File: src/sv/two_list_round_robin_scheduler_top_assert.svh
// Assertion macros for the scheduler RTL.
// Included by tlrr_dp, the module that carries the concurrent checks; no other dependencies.
`ifndef TWO_LIST_ROUND_ROBIN_SCHEDULER_TOP_ASSERT_SVH
`define TWO_LIST_ROUND_ROBIN_SCHEDULER_TOP_ASSERT_SVH

// Same-cycle implication, disabled during reset.
`define TLRR_ASSERT_IMPL(label, clk, rst, ante, cons) \
   label: assert property (@(posedge clk) disable iff (rst) (ante) |-> (cons)) \
      else $error("scheduler assertion failed");

// Next-cycle implication, disabled during reset.
`define TLRR_ASSERT_NEXT(label, clk, rst, ante, cons) \
   label: assert property (@(posedge clk) disable iff (rst) (ante) |=> (cons)) \
      else $error("scheduler assertion failed");

`endif

File: src/sv/tlrr_pkg.sv
// Package for the two-list round-robin scheduler: sizes, action codes and
// the command and status structures between controller and datapath.
package tlrr_pkg;

   // Sizes of the task tables and queues.
   localparam int MAX_TASKS  = 16;
   localparam int TASK_W     = 4;
   localparam int CNT_W      = 5;
   localparam int PRI_W      = 8;
   localparam int SLICE_BITS = 8;
   localparam int ACTION_W   = 2;

   // Action codes carried by an input beat.
   localparam logic [ACTION_W-1:0] ACT_YIELD = 2'd0;
   localparam logic [ACTION_W-1:0] ACT_ADD   = 2'd1;
   localparam logic [ACTION_W-1:0] ACT_SET   = 2'd2;

   // Commands from the controller to the datapath.
   typedef struct packed {
      logic add;          // store priority and flag, queue the task if new
      logic set_flag;     // store the runnable flag only
      logic yield_start;  // count the slice down, holding at zero
      logic move;         // blocked head of active queue to other tail
      logic swap;         // exchange the roles of the queues
      logic pick;         // schedule the active head and issue it
      logic emit_cur;     // issue the current task again
      logic emit_none;    // issue the nothing-runnable result
   } dp_cmd_type;

   // Status from the datapath to the controller.
   typedef struct packed {
      logic keep_cur;     // slice left and current task runnable
      logic act_empty;    // active queue holds no task
      logic head_run;     // active queue head is runnable
      logic out_free;     // result register can take a beat
   } dp_status_type;

endpackage

File: src/sv/two_list_round_robin_scheduler_top.sv
// Two-list round-robin scheduler. Add and set-status beats give no result. A
// yield whose current task keeps running issues that task again once the result
// register is free; otherwise the queue scan moves one task per cycle. One beat
// is worked on at a time. Reset is synchronous and clears queues, flags and
// slice; queue slots themselves are not cleared.
module two_list_round_robin_scheduler_top (
   input  logic                            clock,
   input  logic                            reset,
   input  logic                            req_valid,
   output logic                            req_stall,
   input  logic [tlrr_pkg::ACTION_W-1:0]   req_action,
   input  logic [tlrr_pkg::TASK_W-1:0]     req_task_number,
   input  logic [tlrr_pkg::PRI_W-1:0]      req_priority_req,
   input  logic                            req_runnable,
   output logic                            rsp_valid,
   input  logic                            rsp_stall,
   output logic [tlrr_pkg::TASK_W-1:0]     rsp_run_task,
   output logic                            rsp_none_runnable
);

   tlrr_pkg::dp_cmd_type    cmd;
   tlrr_pkg::dp_status_type status;

   // Sequencer.
   tlrr_ctrl u_ctrl (
      .clock      (clock),
      .reset      (reset),
      .req_valid  (req_valid),
      .req_stall  (req_stall),
      .req_action (req_action),
      .status     (status),
      .cmd        (cmd)
   );

   // Queues, tables and result register.
   tlrr_dp u_dp (
      .clock             (clock),
      .reset             (reset),
      .cmd               (cmd),
      .status            (status),
      .req_task_number   (req_task_number),
      .req_priority_req  (req_priority_req),
      .req_runnable      (req_runnable),
      .rsp_stall         (rsp_stall),
      .rsp_valid         (rsp_valid),
      .rsp_run_task      (rsp_run_task),
      .rsp_none_runnable (rsp_none_runnable)
   );

endmodule

File: src/sv/tlrr_dp.sv
// Datapath of the scheduler: the two task queues, task tables, slice counter
// and result register. Depends on tlrr_pkg and the assertion macro header.
`include "two_list_round_robin_scheduler_top_assert.svh"

module tlrr_dp (
   input  logic                           clock,
   input  logic                           reset,
   input  tlrr_pkg::dp_cmd_type           cmd,
   output tlrr_pkg::dp_status_type        status,
   input  logic [tlrr_pkg::TASK_W-1:0]    req_task_number,
   input  logic [tlrr_pkg::PRI_W-1:0]     req_priority_req,
   input  logic                           req_runnable,
   input  logic                           rsp_stall,
   output logic                           rsp_valid,
   output logic [tlrr_pkg::TASK_W-1:0]    rsp_run_task,
   output logic                           rsp_none_runnable
);

   // Queue storage; entries are only read within the live count.
   logic [tlrr_pkg::TASK_W-1:0] qa_mem_ff [tlrr_pkg::MAX_TASKS];
   logic [tlrr_pkg::TASK_W-1:0] qb_mem_ff [tlrr_pkg::MAX_TASKS];

   logic [1:0][tlrr_pkg::TASK_W-1:0] head_ff, head_in;
   logic [1:0][tlrr_pkg::CNT_W-1:0]  count_ff, count_in;
   logic                             active_ff, active_in;
   logic [tlrr_pkg::SLICE_BITS-1:0]  slice_ff, slice_in;
   logic                             cur_valid_ff, cur_valid_in;
   logic [tlrr_pkg::TASK_W-1:0]      cur_task_ff, cur_task_in;
   logic [tlrr_pkg::MAX_TASKS-1:0]   runnable_ff, runnable_in;
   logic [tlrr_pkg::MAX_TASKS-1:0]   in_queue_ff, in_queue_in;
   logic [tlrr_pkg::PRI_W-1:0]       pri_ff [tlrr_pkg::MAX_TASKS];
   logic                             rsp_valid_ff, rsp_valid_in;
   logic [tlrr_pkg::TASK_W-1:0]      rsp_task_ff, rsp_task_in;
   logic                             rsp_none_ff, rsp_none_in;

   logic                             other_q;
   logic [tlrr_pkg::TASK_W-1:0]      head_task;
   logic [tlrr_pkg::TASK_W-1:0]      tail_addr;
   logic                             do_move;
   logic                             add_new;
   logic                             wr_a, wr_b;
   logic [tlrr_pkg::TASK_W-1:0]      wr_a_addr, wr_b_addr;
   logic [tlrr_pkg::TASK_W-1:0]      wr_a_data, wr_b_data;
   logic                             out_free;

   // Head of the active queue and the tail slot of the other queue.
   assign other_q   = ~active_ff;
   assign head_task = active_ff ? qb_mem_ff[head_ff[1]] : qa_mem_ff[head_ff[0]];
   assign tail_addr = head_ff[other_q] + count_ff[other_q][tlrr_pkg::TASK_W-1:0];
   assign do_move   = cmd.move | cmd.pick;
   assign add_new   = cmd.add & ~in_queue_ff[req_task_number];
   assign out_free  = ~rsp_valid_ff | ~rsp_stall;

   // Queue write ports: a new task enters at the head of the first queue,
   // a moved task at the tail of the other queue.
   always_comb begin
      wr_a      = 1'b0;
      wr_b      = 1'b0;
      wr_a_addr = tail_addr;
      wr_b_addr = tail_addr;
      wr_a_data = head_task;
      wr_b_data = head_task;
      if (add_new) begin
         wr_a      = 1'b1;
         wr_a_addr = head_ff[0] - 1'b1;
         wr_a_data = req_task_number;
      end else if (do_move) begin
         wr_a = ~other_q;
         wr_b = other_q;
      end
   end

   always_ff @(posedge clock) begin
      if (wr_a) begin
         qa_mem_ff[wr_a_addr] <= wr_a_data;
      end
      if (wr_b) begin
         qb_mem_ff[wr_b_addr] <= wr_b_data;
      end
   end

   // Queue pointers and roles.
   always_comb begin
      head_in   = head_ff;
      count_in  = count_ff;
      active_in = active_ff ^ cmd.swap;
      if (add_new) begin
         head_in[0]  = head_ff[0] - 1'b1;
         count_in[0] = count_ff[0] + 1'b1;
      end else if (do_move) begin
         head_in[active_ff]  = head_ff[active_ff] + 1'b1;
         count_in[active_ff] = count_ff[active_ff] - 1'b1;
         count_in[other_q]   = count_ff[other_q] + 1'b1;
      end
   end

   // Task tables, slice and current task.
   always_comb begin
      runnable_in  = runnable_ff;
      in_queue_in  = in_queue_ff;
      slice_in     = slice_ff;
      cur_valid_in = cur_valid_ff;
      cur_task_in  = cur_task_ff;
      if (cmd.add || cmd.set_flag) begin
         runnable_in[req_task_number] = req_runnable;
      end
      if (cmd.add) begin
         in_queue_in[req_task_number] = 1'b1;
      end
      if (cmd.yield_start && slice_ff != '0) begin
         slice_in = slice_ff - 1'b1;
      end
      if (cmd.pick) begin
         slice_in     = pri_ff[head_task][tlrr_pkg::SLICE_BITS-1:0];
         cur_task_in  = head_task;
         cur_valid_in = 1'b1;
      end
      if (cmd.emit_none) begin
         cur_valid_in = 1'b0;
      end
   end

   // Result register: loaded by the controller only when it is free.
   always_comb begin
      rsp_valid_in = rsp_valid_ff & rsp_stall;
      rsp_task_in  = rsp_task_ff;
      rsp_none_in  = rsp_none_ff;
      if (cmd.emit_cur) begin
         rsp_valid_in = 1'b1;
         rsp_task_in  = cur_task_ff;
         rsp_none_in  = 1'b0;
      end else if (cmd.pick) begin
         rsp_valid_in = 1'b1;
         rsp_task_in  = head_task;
         rsp_none_in  = 1'b0;
      end else if (cmd.emit_none) begin
         rsp_valid_in = 1'b1;
         rsp_task_in  = '0;
         rsp_none_in  = 1'b1;
      end
   end

   always_ff @(posedge clock) begin
      if (reset) begin
         head_ff      <= '0;
         count_ff     <= '0;
         active_ff    <= 1'b0;
         slice_ff     <= '0;
         cur_valid_ff <= 1'b0;
         cur_task_ff  <= '0;
         runnable_ff  <= '0;
         in_queue_ff  <= '0;
         rsp_valid_ff <= 1'b0;
         for (int i = 0; i < tlrr_pkg::MAX_TASKS; i++) begin
            pri_ff[i] <= '0;
         end
      end else begin
         head_ff      <= head_in;
         count_ff     <= count_in;
         active_ff    <= active_in;
         slice_ff     <= slice_in;
         cur_valid_ff <= cur_valid_in;
         cur_task_ff  <= cur_task_in;
         runnable_ff  <= runnable_in;
         in_queue_ff  <= in_queue_in;
         rsp_valid_ff <= rsp_valid_in;
         if (cmd.add) begin
            pri_ff[req_task_number] <= req_priority_req;
         end
      end
   end

   always_ff @(posedge clock) begin
      rsp_task_ff <= rsp_task_in;
      rsp_none_ff <= rsp_none_in;
   end

   // Status back to the controller.
   assign status.keep_cur  = (slice_ff != '0) && cur_valid_ff && runnable_ff[cur_task_ff];
   assign status.act_empty = (count_ff[active_ff] == '0);
   assign status.head_run  = runnable_ff[head_task];
   assign status.out_free  = out_free;

   assign rsp_valid         = rsp_valid_ff;
   assign rsp_run_task      = rsp_task_ff;
   assign rsp_none_runnable = rsp_none_ff;

   // Every queued task sits in exactly one queue slot.
   `TLRR_ASSERT_IMPL(a_population, clock, reset, 1'b1, ($countones(in_queue_ff) == ({1'b0, count_ff[0]} + {1'b0, count_ff[1]})))
   // A task is never taken from an empty active queue.
   `TLRR_ASSERT_IMPL(a_move_nonempty, clock, reset, do_move, !status.act_empty)
   // A result is only written into a free result register.
   `TLRR_ASSERT_IMPL(a_emit_free, clock, reset, (cmd.pick || cmd.emit_cur || cmd.emit_none), out_free)
   // A scheduled task is issued in the following cycle.
   `TLRR_ASSERT_NEXT(a_pick_issue, clock, reset, cmd.pick, (rsp_valid_ff && !rsp_none_ff && cur_valid_ff))

endmodule

File: src/sv/tlrr_ctrl.sv
// Controller of the scheduler: sequences each yield beat through slice check,
// queue scans and task selection. Depends on tlrr_pkg.
module tlrr_ctrl (
   input  logic                            clock,
   input  logic                            reset,
   input  logic                            req_valid,
   output logic                            req_stall,
   input  logic [tlrr_pkg::ACTION_W-1:0]   req_action,
   input  tlrr_pkg::dp_status_type         status,
   output tlrr_pkg::dp_cmd_type            cmd
);

   typedef enum logic [4:0] {
      ST_IDLE  = 5'b00001,
      ST_CHECK = 5'b00010,
      ST_SCAN1 = 5'b00100,
      ST_SCAN2 = 5'b01000,
      ST_PICK  = 5'b10000
   } tlrr_state_type;

   tlrr_state_type state_ff, state_in;
   logic           accept;

   // Input beats are taken only between yields.
   assign req_stall = (state_ff != ST_IDLE);
   assign accept    = req_valid & (state_ff == ST_IDLE);

   // Next state and datapath commands.
   always_comb begin
      state_in = state_ff;
      cmd      = '0;
      unique case (state_ff)
         ST_IDLE: begin
            if (accept) begin
               unique case (req_action)
                  tlrr_pkg::ACT_YIELD: begin
                     cmd.yield_start = 1'b1;
                     state_in        = ST_CHECK;
                  end
                  tlrr_pkg::ACT_ADD: begin
                     cmd.add = 1'b1;
                  end
                  tlrr_pkg::ACT_SET: begin
                     cmd.set_flag = 1'b1;
                  end
                  default: begin
                  end
               endcase
            end
         end
         ST_CHECK: begin
            if (status.keep_cur) begin
               if (status.out_free) begin
                  cmd.emit_cur = 1'b1;
                  state_in     = ST_IDLE;
               end
            end else begin
               state_in = ST_SCAN1;
            end
         end
         ST_SCAN1: begin
            if (status.act_empty) begin
               cmd.swap = 1'b1;
               state_in = ST_SCAN2;
            end else if (status.head_run) begin
               state_in = ST_PICK;
            end else begin
               cmd.move = 1'b1;
            end
         end
         ST_SCAN2: begin
            if (status.act_empty) begin
               if (status.out_free) begin
                  cmd.emit_none = 1'b1;
                  state_in      = ST_IDLE;
               end
            end else if (status.head_run) begin
               state_in = ST_PICK;
            end else begin
               cmd.move = 1'b1;
            end
         end
         ST_PICK: begin
            if (status.out_free) begin
               cmd.pick = 1'b1;
               state_in = ST_IDLE;
            end
         end
         default: begin
            state_in = ST_IDLE;
         end
      endcase
   end

   always_ff @(posedge clock) begin
      if (reset) begin
         state_ff <= ST_IDLE;
      end else begin
         state_ff <= state_in;
      end
   end

endmodule

File: config.mk
export PLATFORM = sky130hd
export DESIGN_NAME = two_list_round_robin_scheduler_top
export DESIGN_NICKNAME = d
export VERILOG_FILES = /design/src/sv/tlrr_pkg.sv /design/src/sv/two_list_round_robin_scheduler_top.sv /design/src/sv/tlrr_dp.sv /design/src/sv/tlrr_ctrl.sv
export VERILOG_INCLUDE_DIRS = /design/src /design/src/sv
export SDC_FILE = /design/constraint.sdc
export NUM_CORES = 1
export LEC_CHECK = 0
export ABC_AREA = 1
export BUFFER_PORTS_ARGS = -buffer_cell sky130_fd_sc_hd__buf_4
export CAP_MARGIN = 25
export CELL_PAD_IN_SITES_DETAIL_PLACEMENT = 0
export CELL_PAD_IN_SITES_GLOBAL_PLACEMENT = 1
export CORE_MARGIN = 4
export CORE_UTILIZATION = 27
export DETAILED_ROUTE_END_ITERATION = 7
export PLACE_DENSITY_LB_ADDON = 0.12
export SLEW_MARGIN = 25
export SYNTH_ARGS = -nofsm -noshare
export SYNTH_HDL_FRONTEND = slang
export SYNTH_HIERARCHICAL = 1
export SYNTH_SLANG_ARGS = --single-unit
File: constraint.sdc
create_clock -name clock -period 4.7 [get_ports clock]
set_input_delay 0.705 -clock clock [delete_from_list [all_inputs] [get_ports clock]]
set_output_delay 0.705 -clock clock [all_outputs]
set_load 0.02 [all_outputs]
Word-level counts from Yosys, hierarchy flattened --
Memories as Yosys holds them, arrays and structs flattened. A register that Yosys moved wholly into a read port is not among the register bits. Cells that the tools add are included.
Cells by class: multiplexer cells 85, equality and inequality tests 10, magnitude comparators 8, reduce and logical (&&, ||, !) cells 19, bitwise gates (word level) 12, add/subtract/negate cells 7
Operators by type and width (count):
- 5-bit two-way mux | 15
- 4-bit two-way mux | 18
- 1-bit two-way mux | 35
- 5-bit one-hot mux with 5 select lines | 1
- 8-bit two-way mux | 3
- 10-bit bitwise mux | 2
- 16-bit bitwise mux | 1
- 16-bit OR | 1
- 4-bit by 5-bit less-than comparator with 1-bit output, second input constant | 3
- 1-bit binary-select mux with 4-bit select | 3
- 5-bit by 1-bit adder with 5-bit output, second input constant | 2
- 5-bit demux with 1-bit select | 2
- 8-bit bitwise mux | 1
- 8-bit nonzero test | 1
- 8-bit OR reduction | 1
- 8-bit by 1-bit subtractor with 8-bit output, second input constant | 1
- 1-bit logical AND | 6
- 3-bit two-way mux | 2
- 2-bit OR reduction | 3
- 5-bit by 1-bit equality test with 1-bit output, second input constant | 1
- 5-bit by 2-bit equality test with 1-bit output, second input constant | 1
- 5-bit by 3-bit equality test with 1-bit output, second input constant | 1
- 5-bit by 4-bit equality test with 1-bit output, second input constant | 1
- 5-bit equality test, second input constant | 1
- 24 further kinds | 35
Storage, ports and cells: memories 3, output and inout bits 7, logic and storage cells 158, register bits 75, bits in writable memories 256
Memories:
- u_dp.pri_ff | words 16, width 8, rd ports 1, clocked after Yosys merged registers in 0, write ports 16, line tlrr_dp.sv:31 | logic [tlrr_pkg::PRI_W-1:0] pri_ff [tlrr_pkg::MAX_TASKS];
- u_dp.qa_mem_ff | words 16, width 4, rd ports 1, clocked after Yosys merged registers in 1, write ports 1, line tlrr_dp.sv:20 | logic [tlrr_pkg::TASK_W-1:0] qa_mem_ff [tlrr_pkg::MAX_TASKS];
- u_dp.qb_mem_ff | words 16, width 4, rd ports 1, clocked after Yosys merged registers in 1, write ports 1, line tlrr_dp.sv:21 | logic [tlrr_pkg::TASK_W-1:0] qb_mem_ff [tlrr_pkg::MAX_TASKS];

Longest topological paths before layout --
Gate-level depths: netlist of run 1.
depth in word-level cells 11, gate-level depth with buffers 26, depth with buffers taken out 22

By module --
Netlist of run 1, hierarchy kept.
Modules (own cells, without submodules):
- tlrr_dp | instances 1, seq. area each 9288.9 sq um, cells each 1633, area each 15427.3 sq um
- tlrr_ctrl | instances 1, seq. area each 100.1 sq um, cells each 73, area each 406.6 sq um

Worst setup path before layout of run 1 --
OpenSTA, ideal clock, no wires.
kind register -> register, start point register with a tool-made name, end point memory u_dp/qb_mem_ff[11][0] (netlist bit), enable pin, clock period less this slack 3317 ps, stages on the path, launching flop included 25, buffers on the path 5, setup slack 1383 ps, arrival time 2956 ps, cell sequence dfxtp_1 buf_4 inv_2 buf_6 nand2_1 nand2_1 nand2_1 nand3_1 nand3_1 nand3_2 nand2_4 buf_8 buf_6 buf_4 o211ai_1 nand3_1 o211ai_1 nand2_1 nor2_1 nor2_1 nor2_4 inv_1 nor2_2 inv_1 nor3_1
RTL lines (line):
- end: declaration | tlrr_dp.sv:21

==> flow_summary.json, run 1 <==
{
  "ios": 26,
  "fmax_mhz": 253,
  "track_usage": 0.153,
  "wl_mm": 48.6,
  "layout_min_cycle_time_ps": 3950,
  "p_leak_nw": 6.70,
  "synth_fp_nets": 1736,
  "areaGrowthSynthToFinish_pct": 13.6,
  "cts_resized": 0,
  "cts_setup_buffers": 0,
  "p_per_area_mw_per_mm2": 393,
  "reg2reg_setup_slack_ps": 750,
  "cp_max_fo": 30,
  "grt_pass1_vias": 11900,
  "holdBufCountCts": 0,
  "drv_slew": 0,
  "regArea_mm2": 0.00939,
  "syn_area_mm2": 0.0158,
  "num_vias": 11800,
  "cts_max_level": 2,
  "avgRoutedWirePerCell_um": 19.3,
  "cts_inserted_buffers": 41,
  "ys.flop_type": "edfxtp_1",
  "fillers": 6140,
  "cts_buffer_depth": 3,
  "postSynth.asyncResetShare": 0,
  "antenna_cells": 0,
  "drt_iter0_drc": 697,
  "critPathRequiredTime_ps": 4880,
  "ys_ff_latch": 339,
  "period_share": 0.839,
  "gp_congestion": 0.758,
  "syn_area_per_cell_um2": 9.28,
  "final_layout_size_suffix_gt1_frac": 0.0854,
  "first_pass_iters": 5,
  "coreArea_mm2": 0.0579,
  "yosysWarnings": 6,
  "drc": 0,
  "grt_antenna_before_repair": 0,
  "hpwl_mm": 33.0,
  "maxCapViolations": 0,
  "peakVddDrop_mv": 0.247,
  "clock_latency_ps": 560,
  "antenna_left": 0,
  "outcome": "finished, final reports clean",
  "finalSetupTns_ps": 0,
  "die_y_um": 250,
  "tightestPinTransition_ps": 948,
  "critPathCaptureType": "flop",
  "yosysSeqAreaShare": 0.593,
  "std_cell_rows": 88,
  "power.total_mw": 7.07,
  "setup_viol": 0,
  "grt_overflow": 0,
  "die_area_mm2": 0.0626,
  "reg2reg_depth": 19,
  "cts.sink_count": 339,
  "cts_tree": "done",
  "cp.arrival_ps": 4120,
  "cts_root_buffer": "clkbuf_16",
  "via_per_inst": 4.67,
  "synthCells": 1706,
  "hold_class": "flop to flop",
  "max_slew_margin": 0.368,
  "num-nets-final": 1756,
  "path_clk_slew_ps": 60,
  "r2r_end": "u_dp/qb_mem_ff[11][0]$_DFFE_PP_",
  "synth_edf_count": 260,
  "grt_pass1_wl_mm": 74.6,
  "hold_violations": 0,
  "crit_end": "u_dp/qb_mem_ff[11][0]$_DFFE_PP_",
  "start_util": 0.273,
  "clock_skew_ps": 17.6,
  "final_util": 0.311,
  "io_buffers": 25,
  "multi_input_area_mm2": 0.00536,
  "synth_cell_types": 48,
  "start_kind": "flop",
  "die_w_um": 250,
  "grt_max_degree": 76,
  "worstSetupPathType": "flop to flop",
  "rsz0062_at_grt": "false"
}
## worst min path at each step
stage	from	endpoint	slack (ps)	depth (start not counted)
floorplan	u_dp/count_ff[5]$_SDFFE_PP0P_	u_dp/count_ff[5]$_SDFFE_PP0P_	420	1
global placement	u_dp/in_queue_ff[9]$_SDFFE_PP0P_	u_dp/in_queue_ff[9]$_SDFFE_PP0P_	450	2
detailed placement	u_dp/count_ff[5]$_SDFFE_PP0P_	u_dp/count_ff[5]$_SDFFE_PP0P_	440	1
CTS	u_dp/count_ff[5]$_SDFFE_PP0P_	u_dp/count_ff[5]$_SDFFE_PP0P_	450	1
global route	u_dp/count_ff[5]$_SDFFE_PP0P_	u_dp/count_ff[5]$_SDFFE_PP0P_	470	1
finish	u_dp/count_ff[5]$_SDFFE_PP0P_	u_dp/count_ff[5]$_SDFFE_PP0P_	450	1
## kinds of logic (layout without fill, tap and decap cells)
kind of cell    Yosys count  after routing  synth area share
compound gates          329            329             0.116
buf+inv                 240            291            0.0697
xor+xnor                 16             16           0.00885
flops                   339            339             0.593
simple gates            771            771             0.204
fa+ha+maj                11             11           0.00917
## sequential cells by signal (all words and copies together), names as in the netlist, named ones only
register / cells
u_dp/count_ff: 10
u_dp/rsp_none_runnable: 1
u_dp/cur_valid_ff: 1
u_dp/qa_mem_ff: 64
u_dp/rsp_run_task: 4
u_dp/runnable_ff: 16
u_dp/cur_task_ff: 4
u_ctrl/state_ff: 5
u_dp/rsp_valid: 1
u_dp/head_ff: 8
u_dp/pri_ff: 128
u_dp/qb_mem_ff: 64
u_dp/in_queue_ff: 16
u_dp/slice_ff: 8
u_dp/active_ff: 1
## Yosys cell counts, types with 2 or more instances
cell      instances  area (um2)
edfxtp_1        260        7810
inv_2            12        45.0
a211oi_1          5        37.5
o221ai_1         10        87.6
clkinv_1          2        7.51
o211ai_1         27         203
ha_1             10         125
or2_2             3        18.8
o21bai_1          3        22.5
o21ai_0         154         771
nor2_4            2        22.5
nand3b_1         14         105
buf_8             3        45.0
a31oi_1           6        37.5
o21ai_1          33         165
nand3_1         129         646
a21oi_1          67         335
nor3_1           12        60.1
o22ai_1          16         100
nand2_2           6        37.5
a21oi_2           2        17.5
nand4_1           3        18.8
xnor2_1           5        43.8
nor2_2            3        18.8
nor2_1          319        1200
inv_1           144         541
buf_6            15         169
buf_2            18        90.1
xor2_1           11        96.3
nor3_2            2        20.0
buf_4             9        67.6
nand2_1         272        1020
clkbuf_1         36         135
dfxtp_1          79        1580
## metal layers
layer  up-vias  wire length [um]  GRT usage
met5         -                 0          0
met4         0               889     0.0371
met3        58              1480     0.0198
met2       153             23700      0.264
met1      5731             22600      0.206
li1       5840                 -          -
## cell usage in the layout, fill, tap and decap left out, drive strengths merged, types with 14 or more instances in the layout
cell	n
dfxtp	79
nand3b	14
a21oi	69
buf	59
o22ai	16
nor3	14
edfxtp	260
nand2	279
inv	158
nor2	324
nand3	131
o211ai	27
clkbuf	58
o21ai	187
## where the power goes
part / switching, mW / internal (mW)
registers: 0.0221 / 3.32
logic: 0.528 / 0.176
clock network: 1.24 / 1.78
## cell type report
| cell class | instances | share of cell area |
|---|---|---|
| Tap cell | 765 | 0.0532 |
| Timing Repair Buffer | 59 | 0.0246 |
| Clock buffer | 58 | 0.0606 |
| Clock inverter | 16 | 0.00897 |
| Inverter | 158 | 0.0330 |
| Sequential cell | 339 | 0.522 |
| Multi-Input combinational cell | 1127 | 0.298 |
## per-stage QoR
step	area, um2	std cells	setup WS [ps]	hold slack, ps
after floorplan	15800	1706	1380	422
after CTS	18000	2522	679	454
final	18000	2522	755	452
after detailed placement	16700	2448	717	445
after global placement	16700	2448	830	449
after global routing	18000	2522	274	471
## worst max-delay path, cell delays in order, from the launching register on
cell and delay [ps]:
dfxtp_1 310, inv_2 370, nand2_1 100, nand3_1 90, nand3_1 80, nand3_1 150, nand3_2 190, nand2_4 240
a21oi_1 90, o21ai_1 100, nand2_1 70, o211ai_1 150, nand2_1 150, nor2_1 130, nor2_1 110, nor2_4 190
inv_1 130, nor2_2 210, inv_1 190, nor3_1 500
No activity file was read; power rests on OpenSTA's default activity.
==> inputs of run 2 (changes only) <==
- clock period: 4.7 -> 3.75 ns (I/O delays scaled with it)
==> flow_summary.json, run 2 (synthesis gave the netlist of run 1 again) <==
{
  "top_regs": "u_dp/pri_ff (128), u_dp/qa_mem_ff (64), u_dp/qb_mem_ff (64)",
  "grt_pass1_wl_mm": 74.8,
  "p_leak_nw": 7.05,
  "drc": 0,
  "die_w_um": 250,
  "maxCapViolations": 0,
  "grt_max_degree": 76,
  "path_clk_slew_ps": 60,
  "cts_buffer_depth": 3,
  "antenna_cells": 0,
  "grt_overflow": 0,
  "ios": 26,
  "clock_skew_ps": 17.4,
  "final_layout_size_suffix_gt1_frac": 0.127,
  "period_share": 0.956,
  "cts.sink_count": 339,
  "num_vias": 12000,
  "hold_violations": 0,
  "whs_ps": 338,
  "cts_root_buffer": "clkbuf_16",
  "coreArea_mm2": 0.0579,
  "start_kind": "flop",
  "p_per_area_mw_per_mm2": 487,
  "cts_inserted_buffers": 42,
  "num-nets-final": 1811,
  "via_per_inst": 4.66,
  "grt_antenna_before_repair": 1,
  "outcome": "finished, final reports clean",
  "layout_commonest_cell": "nor2_1",
  "avgRoutedWirePerCell_um": 19.1,
  "wl_mm": 49.2,
  "die_y_um": 250,
  "drv_slew": 0,
  "cp_max_fo": 18,
  "layout_min_cycle_time_ps": 3580,
  "hpwl_mm": 33.6,
  "gp_congestion": 0.794,
  "setup_viol": 0,
  "start_util": 0.273,
  "antenna_left": 0,
  "largest_register_ffs": 128,
  "worstSetupPathType": "flop to flop",
  "max_slew_margin": 0.370,
  "fmax_mhz": 279,
  "peakVddDrop_mv": 0.340,
  "cts_max_level": 2,
  "top_register": "u_dp/pri_ff",
  "final_util": 0.322,
  "first_pass_iters": 5,
  "fillers": 6152,
  "track_usage": 0.155,
  "hold_class": "input pin to flop",
  "rsz0062_at_grt": "true",
  "cp.arrival_ps": 3800,
  "std_cell_rows": 88,
  "areaGrowthSynthToFinish_pct": 17.7,
  "drt_iter0_drc": 749,
  "die_area_mm2": 0.0626,
  "cts_setup_buffers": 0,
  "io_buffers": 25,
  "tightestPinTransition_ps": 946,
  "critPathCaptureType": "flop",
  "final_cell_mix": "309 x nor2_1, 272 x nand2_1, 260 x edfxtp_1, 149 x o21ai_0, 143 x inv_1",
  "grt_pass1_vias": 12000,
  "clock_latency_ps": 570,
  "critPathRequiredTime_ps": 3960,
  "cts_tree": "done"
}
## run 2: cell types whose count changed in the layout (fill, tap and decap cells not counted), moves of 4 or more
cell | previous run | this run
nor3_1 | 11 | 6
buf_4 | 59 | 108
nor2_4 | 2 | 6
nand3_1 | 129 | 125
clkinv_2 | 4 | 8
nand3_2 | 1 | 5
nor2_2 | 3 | 9
nor2_1 | 319 | 309
clkbuf_1 | 17 | 12
nor3_2 | 3 | 8
## run 2: final cells by class
| cell class | count | area, um2 | area share |
|---|---|---|---|
| flip-flops and latches | 339 | 9390 | 0.504 |
| multi-input cells | 1127 | 5460 | 0.293 |
| clock buffers | 56 | 1130 | 0.0609 |
| well taps | 765 | 957 | 0.0514 |
| repair buffers | 113 | 897 | 0.0481 |
| inverters | 158 | 596 | 0.0320 |
| clock inverters | 19 | 195 | 0.0105 |
## run 2: path summary, 6_finish.rpt
path / depth (start not counted) / from / slack, ps / to
hold / removal: 4 / req_action[1] / 340 / u_ctrl/state_ff[1]$_SDFFE_PP0P_
setup reg to reg: 17 / flop / 170 / u_dp/qb_mem_ff[4][0]$_DFFE_PP_
setup / recovery: 17 / flop / 170 / u_dp/qb_mem_ff[4][0]$_DFFE_PP_
hold reg to reg: 2 / u_dp/in_queue_ff[9]$_SDFFE_PP0P_ / 450 / u_dp/in_queue_ff[9]$_SDFFE_PP0P_
## run 2: power breakdown
| group | switching, mW | total (mW) | internal (mW) |
|---|---|---|---|
| Combinational | 0.668 | 0.919 | 0.251 |
| Clock | 1.58 | 3.97 | 2.39 |
| Sequential | 0.0274 | 4.18 | 4.15 |
## run 2: repair_timing
item / CTS / global route
hold buffers: 0 / 0
gates resized for setup: 4 / 27
setup endpoints to repair: 60 / 128
## run 2: worst max-delay path, cell delays in order (launching register included)
cell	delay, ps
dfxtp_1	380
inv_4	220
o21ai_0	130
o211ai_1	350
nand3_1	190
nand2_1	110
nand2_1	100
nand2_2	190
nand2_1	80
o211ai_1	150
nand2_1	130
nor2_1	120
nor2_1	80
nor2_4	140
inv_1	80
nor2_4	170
nand3_1	230
nor2_2	370
## run 2: per-layer routing
layer  GRT usage  vias up  wire length, um
li1            -     5961                -
met1       0.208     5795            22700
met2       0.263      207            23700
met3      0.0204       54             1690
met4      0.0469        0             1190
met5           0        -                0
## run 2: stage by stage
step	instances	TNS, ps	total power, mW	setup slack (ps)	instance area (um2)
2_1_floorplan	1706	0	4.84	433	15800
4_1_cts	2577	-697	9.22	-59.6	18500
3_5_place_dp	2502	-2970	5.19	-106	17200
3_3_place_gp	2501	-212	5.19	-53.1	17200
5_1_grt	2577	-207	9.49	-41.8	18600
6_report	2577	0	9.07	166	18600
